===== src/hw/rtl/nlpt_pkg.sv =====
// Package for the nearest live point table: shared types, codes and constants.
// No dependencies; every other file of the block refers to it by scoped names.
`default_nettype none

package nlpt_pkg;

  localparam int TABLE_DEPTH_DEF = 1024;
  localparam int COORD_W         = 16;
  localparam int KIND_W          = 2;
  localparam int IDX_W           = 10;
  localparam int NUT_W           = 16;
  localparam int ALIVE_OUT_W     = 11;
  localparam int ALIVE_SAT       = 2047;
  localparam int CFG_IDX_W       = 2;
  localparam int CFG_DATA_W      = 16;
  localparam int NUT_RESET       = 256;
  localparam int MAG_W           = 16;
  localparam int SQ_W            = 32;
  localparam int DIST_W          = 34;

  typedef enum logic [1:0] {
    OP_LOAD   = 2'd0,
    OP_SEARCH = 2'd1,
    OP_EAT    = 2'd2,
    OP_COUNT  = 2'd3
  } op_t;

  typedef enum logic [CFG_IDX_W-1:0] {
    REG_NUT_KIND0 = 2'd0,
    REG_NUT_KIND1 = 2'd1,
    REG_NUT_KIND2 = 2'd2
  } cfg_reg_t;

  typedef enum logic [1:0] {
    KIND_0 = 2'd0,
    KIND_1 = 2'd1,
    KIND_2 = 2'd2
  } kind_t;

  typedef enum logic [2:0] {
    ST_IDLE,
    ST_LOAD,
    ST_SCAN,
    ST_EAT_RD,
    ST_EAT_WR,
    ST_COUNT
  } state_t;

  typedef struct packed {
    logic signed [COORD_W-1:0] x;
    logic signed [COORD_W-1:0] y;
    logic signed [COORD_W-1:0] z;
    logic [KIND_W-1:0]         kind;
  } point_t;

  typedef struct packed {
    op_t                       opcode;
    logic signed [COORD_W-1:0] pos_x;
    logic signed [COORD_W-1:0] pos_y;
    logic signed [COORD_W-1:0] pos_z;
    logic [KIND_W-1:0]         kind;
    logic [COORD_W-1:0]        radius;
    logic [IDX_W-1:0]          index;
  } item_t;

  typedef struct packed {
    logic                      found;
    logic [IDX_W-1:0]          found_index;
    logic signed [COORD_W-1:0] found_x;
    logic signed [COORD_W-1:0] found_y;
    logic signed [COORD_W-1:0] found_z;
    logic [KIND_W-1:0]         found_kind;
    logic [NUT_W-1:0]          nutrition;
    logic [ALIVE_OUT_W-1:0]    alive_count;
    logic                      status;
  } res_t;

  typedef struct packed {
    logic rd_en;
    logic pt_we;
    logic live_we;
    logic live_wd;
  } tbl_ctl_t;

  typedef struct packed {
    logic   busy;
    logic   hit;
    point_t best;
  } dist_stat_t;

endpackage

`default_nettype wire


===== src/hw/rtl/nlpt_dist.sv =====
// Squared-distance pipeline and best-match tracker for the search scan.
// Takes one table entry per cycle from nlpt_table's read port. Uses nlpt_pkg.
`default_nettype none

module nlpt_dist #(
  parameter int TABLE_DEPTH = nlpt_pkg::TABLE_DEPTH_DEF
) (
  input  wire                                  clk,
  input  wire                                  rst_n,
  input  wire                                  start,
  input  wire [nlpt_pkg::COORD_W-1:0]          radius,
  input  nlpt_pkg::point_t                     query,
  input  wire                                  issue,
  input  wire [$clog2(TABLE_DEPTH)-1:0]        issue_addr,
  input  nlpt_pkg::point_t                     rd_point,
  input  wire                                  rd_live,
  output nlpt_pkg::dist_stat_t                 stat,
  output logic [$clog2(TABLE_DEPTH)-1:0]       best_idx
);

  localparam int AW = $clog2(TABLE_DEPTH);
  localparam int DW = nlpt_pkg::COORD_W + 1;

  logic                          v1_r, v2_r, v3_r, v4_r;
  logic [AW-1:0]                 idx1_r, idx2_r, idx3_r, idx4_r;
  logic                          live2_r, live3_r, live4_r;
  nlpt_pkg::point_t              pt2_r, pt3_r, pt4_r;
  logic [nlpt_pkg::MAG_W-1:0]    mx2_r, my2_r, mz2_r;
  logic [nlpt_pkg::SQ_W-1:0]     sx3_r, sy3_r, sz3_r;
  logic [nlpt_pkg::DIST_W-1:0]   sum4_r;
  logic [nlpt_pkg::DIST_W-1:0]   best_r;
  logic                          hit_r;
  nlpt_pkg::point_t              best_pt_r;
  logic [AW-1:0]                 best_idx_r;
  logic signed [DW-1:0]          dx, dy, dz;
  logic [nlpt_pkg::MAG_W-1:0]    mx, my, mz;
  logic [nlpt_pkg::SQ_W-1:0]     rad_sq;

  function automatic logic [nlpt_pkg::MAG_W-1:0] mag(input logic signed [DW-1:0] d);
    logic signed [DW-1:0] n;
    n = -d;
    return d[DW-1] ? n[nlpt_pkg::MAG_W-1:0] : d[nlpt_pkg::MAG_W-1:0];
  endfunction

  assign rad_sq = nlpt_pkg::SQ_W'(radius) * nlpt_pkg::SQ_W'(radius);

  always_comb begin
    dx = DW'(query.x) - DW'(rd_point.x);
    dy = DW'(query.y) - DW'(rd_point.y);
    dz = DW'(query.z) - DW'(rd_point.z);
    mx = mag(dx);
    my = mag(dy);
    mz = mag(dz);
  end

  always_ff @(posedge clk) begin
    if (!rst_n) begin
      v1_r <= 1'b0;
      v2_r <= 1'b0;
      v3_r <= 1'b0;
      v4_r <= 1'b0;
    end else begin
      v1_r <= issue;
      v2_r <= v1_r;
      v3_r <= v2_r;
      v4_r <= v3_r;
    end
  end

  always_ff @(posedge clk) begin
    idx1_r  <= issue_addr;
    idx2_r  <= idx1_r;
    live2_r <= rd_live;
    pt2_r   <= rd_point;
    mx2_r   <= mx;
    my2_r   <= my;
    mz2_r   <= mz;
    idx3_r  <= idx2_r;
    live3_r <= live2_r;
    pt3_r   <= pt2_r;
    sx3_r   <= nlpt_pkg::SQ_W'(mx2_r) * nlpt_pkg::SQ_W'(mx2_r);
    sy3_r   <= nlpt_pkg::SQ_W'(my2_r) * nlpt_pkg::SQ_W'(my2_r);
    sz3_r   <= nlpt_pkg::SQ_W'(mz2_r) * nlpt_pkg::SQ_W'(mz2_r);
    idx4_r  <= idx3_r;
    live4_r <= live3_r;
    pt4_r   <= pt3_r;
    sum4_r  <= nlpt_pkg::DIST_W'(sx3_r) + nlpt_pkg::DIST_W'(sy3_r)
             + nlpt_pkg::DIST_W'(sz3_r);
  end

  always_ff @(posedge clk) begin
    if (!rst_n) begin
      hit_r <= 1'b0;
    end else if (start) begin
      hit_r <= 1'b0;
    end else if (v4_r && live4_r && (sum4_r < best_r)) begin
      hit_r <= 1'b1;
    end
  end

  always_ff @(posedge clk) begin
    if (start) begin
      best_r <= nlpt_pkg::DIST_W'(rad_sq);
    end else if (v4_r && live4_r && (sum4_r < best_r)) begin
      best_r     <= sum4_r;
      best_pt_r  <= pt4_r;
      best_idx_r <= idx4_r;
    end
  end

  assign stat.busy = v1_r | v2_r | v3_r | v4_r;
  assign stat.hit  = hit_r;
  assign stat.best = best_pt_r;
  assign best_idx  = best_idx_r;

endmodule

`default_nettype wire


===== config.mk =====
export PLATFORM = sky130hd
export DESIGN_NAME = nlpt_dist
export DESIGN_NICKNAME = d
export VERILOG_FILES = /design/src/hw/rtl/nlpt_pkg.sv /design/src/hw/rtl/nlpt_dist.sv
export SDC_FILE = /design/constraint.sdc
export NUM_CORES = 2
export LEC_CHECK = 0
export ABC_AREA = 1
export BUFFER_PORTS_ARGS = -buffer_cell sky130_fd_sc_hd__buf_2
export CAP_MARGIN = 20
export CORE_MARGIN = 8
export CORE_UTILIZATION = 40
export DETAILED_ROUTE_END_ITERATION = 6
export MAX_ROUTING_LAYER = met4
export PLACE_DENSITY = 0.6
export SYNTH_ARGS = -nofsm -noshare
export SYNTH_HDL_FRONTEND = slang
export SYNTH_SLANG_ARGS = --single-unit

===== constraint.sdc =====
create_clock -name clk -period 5.66 [get_ports clk]
set_clock_uncertainty 0.15 [all_clocks]
set_input_delay 0.283 -clock clk [delete_from_list [all_inputs] [get_ports clk]]
set_output_delay 0.283 -clock clk [all_outputs]
set_load 0.05 [all_outputs]

==> flow_summary_export.csv <==
group,metric,value,unit
final_layout,fillers,11400,
critical_path,worstSetupPathType,"reg2reg",
status,outcome,"complete, no violations",
global_route,grt_pass1_wl,181000,um
final_layout,fin_area,55100,um^2
critical_path,r2r_slack,190,ps
drt,vias_per_cell,4.61,
clock_tree,cts_tree,"built",
critical_path,cp.required,6020,ps
floorplan,initial_core_util,40.2,%
critical_path,path_cells,"buf_4, nand2_2, inv_1, fa_1, inv_1, fa_1, inv_1, fa_1, fa_1, fa_1, inv_2, fa_1, inv_2, ha_4, nand2_4, nor2_1, inv_1, nor2_2, nand4_1, o2111ai_4, a21oi_2, xnor2_1, buf_4",
drt,first_pass_iters,5,
logic_synthesis,synth_top_family_by_area,"adder cells",
sta,setup_viol,0,
logic_synthesis,synth_compound_area_share,5.29,%
logic_synthesis,netlist.area_leader.share,29.2,%
critical_path,start_kind,"register",
critical_path,r2r_start,"mx2_r[12]",
critical_path,cp_slowest_cell,"fa_1",
clock_tree,clock_sinks,467,
drt,first_iter_violations,1666,
final_layout,drive_gt1_share,12.3,%
final_layout,multiInputGateArea,31700,um^2
min_path,min_path_type,"in2reg",
floorplan,die_x,360,um
placement,postPlaceCellArea,51900,um^2
clock_tree,root_buffer,"clkbuf_16",
critical_path,crit_path_max_incr_delay,570,ps
global_route,antenna_found_initial,0,
global_route,grt_start_max_net_pins,47,
logic_synthesis,synthTopCellsByArea,"fa_1 29%, dfxtp_1 16%, ha_1 14%",
logic_synthesis,yosys.area_share.adder,42.8,%
clock_tree,clk_path_buf_depth,3,
global_route,track_usage,17.0,%
global_route,grt_pass1_vias,37100,
floorplan,die_h,360,um
logic_synthesis,synth-simple-area-share,13.8,%
placement,gp_congestion,0.899,
logic_synthesis,ys_seq_area_share,21.7,%
sta,max_freq,183,MHz
critical_path,crit_path_end,"sx3_r[27]",
floorplan,rows,126,
placement,io_buffer_count,190,
placement,dp.final_hpwl,90000,um
clock_tree,h-tree-depth,2,
final_layout,seq_area,10400,um^2
floorplan,dieArea,129000,um^2
critical_path,critPathArrivalTime,5830,ps
logic_synthesis,avgSynthCellArea,8.58,um^2
logic_synthesis,synth.distinct_cells,49,
logic_synthesis,synth_most_common_cell,"inv_1",
critical_path,r2r-end,"sx3_r[27]",
logic_synthesis,yosysWarnings,0,
clock_tree,clock_latency,640,ps
logic_synthesis,synthFlopType,"dfxtp_1",
global_route,grt-ovfl-total,0,
drt,ant_nets,0,
drt,num_vias,34900,
logic_synthesis,synth_common_cells,"1,417 x inv_1, 1,154 x nand2_1, 689 x fa_1",
final_layout,nets,7331,
final_layout,utilization,46.8,%
logic_synthesis,synthMuxAreaShare,0,%
floorplan,io_pins,193,
logic_synthesis,synth-seq-cells,467,
logic_synthesis,synth_edf_count,92,
sta,fin_crit,5470,ps
logic_synthesis,yosys.area.top_type,"fa_1",
critical_path,critPathMostFrequentCell,"fa_1",
logic_synthesis,synthXorXnorAreaFrac,4.03,%
drt,drc,0,
critical_path,r2r_cells,23,
floorplan,placeableCoreArea,118000,um^2
logic_synthesis,synth-async-reset-ratio,0,%
drt,wirelength,105000,um
final_layout,diodes,0,
critical_path,path_max_fanout,6,
sta,hold_viol_final,0,
job,drv_cap,0,
final_layout,synthToLayoutAreaGrowth,16.5,%
sta,worst_pin_slew,904,ps
critical_path,critPathLaunch,"mx2_r[12]",
critical_path,worst_setup_path_end_kind,"register",
sta,fin_crit_sh,96.7,%
sta,max_slew_margin,39.7,%
sta,slew_violations,0,
sta,rsz0062_at_grt,"yes",
logic_synthesis,netlist_instances,5511,
clock_tree,cts.clk_slew.worst_paths,60,ps
clock_tree,numCtsBuffers,51,
logic_synthesis,netlist_area,47300,um^2
drt,wl_per_cell,13.9,um
==> repair_timing <==
action / CTS / global route
gates resized for setup: 18 / 166
hold buffers: 68 / 0
endpoints found under the hold margin: 71 / 0
endpoints found under the setup margin: 18 / 52
pin swaps: 0 / 53
buffers inserted: 0 / 11
==> area by class of cell <==
class | count | area share (%)
Timing Repair Buffer | 556 | 7.22
Clock inverter | 32 | 0.604
Clock buffer | 63 | 2.69
Sequential cell | 467 | 18.9
Tap cell | 1536 | 3.49
Multi-Input combinational cell | 3503 | 57.5
Inverter | 1418 | 9.66
==> kinds of logic (layout without fill, tap and decap cells) <==
group / count (synthesis) / count (layout)
other: 1 / 3
adders and majority gates: 1203 / 1203
xor gates and xnor gates: 213 / 213
DFF: 467 / 467
buffers and inverters: 1543 / 2069
AOI/OAI and AO/OA: 447 / 447
and+or+nand+nor: 1637 / 1637
==> registers in the layout (all words and copies together) (netlist names), 10 cells and up <==
signal / count
best_idx: 10
best_r: 34
idx1_r: 10
idx2_r: 10
idx3_r: 10
idx4_r: 10
mx2_r: 16
my2_r: 16
mz2_r: 16
pt2_r: 50
pt3_r: 50
pt4_r: 50
stat: 50
sum4_r: 34
sx3_r: 31
sy3_r: 31
sz3_r: 31
==> worst min path at each step <==
| stage | start | endpoint | cells after the start |
|---|---|---|---|
| after global placement | idx2_r[5] | idx3_r[5] | 0 |
| after CTS | start | best_r[1] | 2 |
| after floorplan | idx1_r[0] | idx2_r[0] | 0 |
| final | start | best_r[1] | 2 |
| after global routing | start | best_r[1] | 2 |
| after detailed placement | idx2_r[2] | idx3_r[2] | 0 |
==> stage by stage <==
step                      std cells  TNS, ps  hold slack (ps)  setup slack [ps]
after floorplan                5513        0              160              14.7
after global placement         7402    -2990              160              -319
after detailed placement       7402    -3350              162              -278
after CTS                      7565        0             9.32              2.09
after global routing           7575     -219             65.6             -48.9
final                          7575        0             36.5               188
==> layer usage <==
| metal | vias to the layer above | share of wire (%) | GRT usage [%] | routed length [um] |
|---|---|---|---|---|
| met3 | 155 | 3.8 | 2.02 | 4000 |
| met2 | 601 | 47 | 28.1 | 49400 |
| met5 | - | 0 | - | 0 |
| met1 | 16700 | 47 | 22.4 | 49400 |
| met4 | 0 | 2.3 | 4.14 | 2470 |
| li1 | 17500 | - | - | - |
==> placed cells by master (no fill, tap or decap), drive strengths merged, types with 21 or more instances in the layout <==
master / netlist / routed
a21oi: 219 / 219
clkbuf: 119 / 63
nor3: 40 / 40
edfxtp: 92 / 92
xnor2: 69 / 69
inv: 1418 / 1428
a21o: 24 / 24
dfxtp: 375 / 375
nand4: 30 / 30
buf: 6 / 488
o21bai: 21 / 21
nand3: 130 / 130
xor2: 144 / 144
fa: 689 / 689
o21ai: 121 / 121
nor2: 247 / 247
nand2: 1156 / 1156
ha: 514 / 514
dlygate4sd3: 0 / 68
==> critical path: cells and delay by family, from the launching register on <==
kind	cells	cell delay [ps]
buffers and inverters	8	610
and+or+nand+nor	5	520
DFF	1	370
adders and majority gates	7	3350
xor gates and xnor gates	1	140
AOI/OAI and AO/OA	2	240
Power is left out: the tool's default activity adds up to more than one toggle a clock period on the data nets, which glitch-free logic cannot reach.
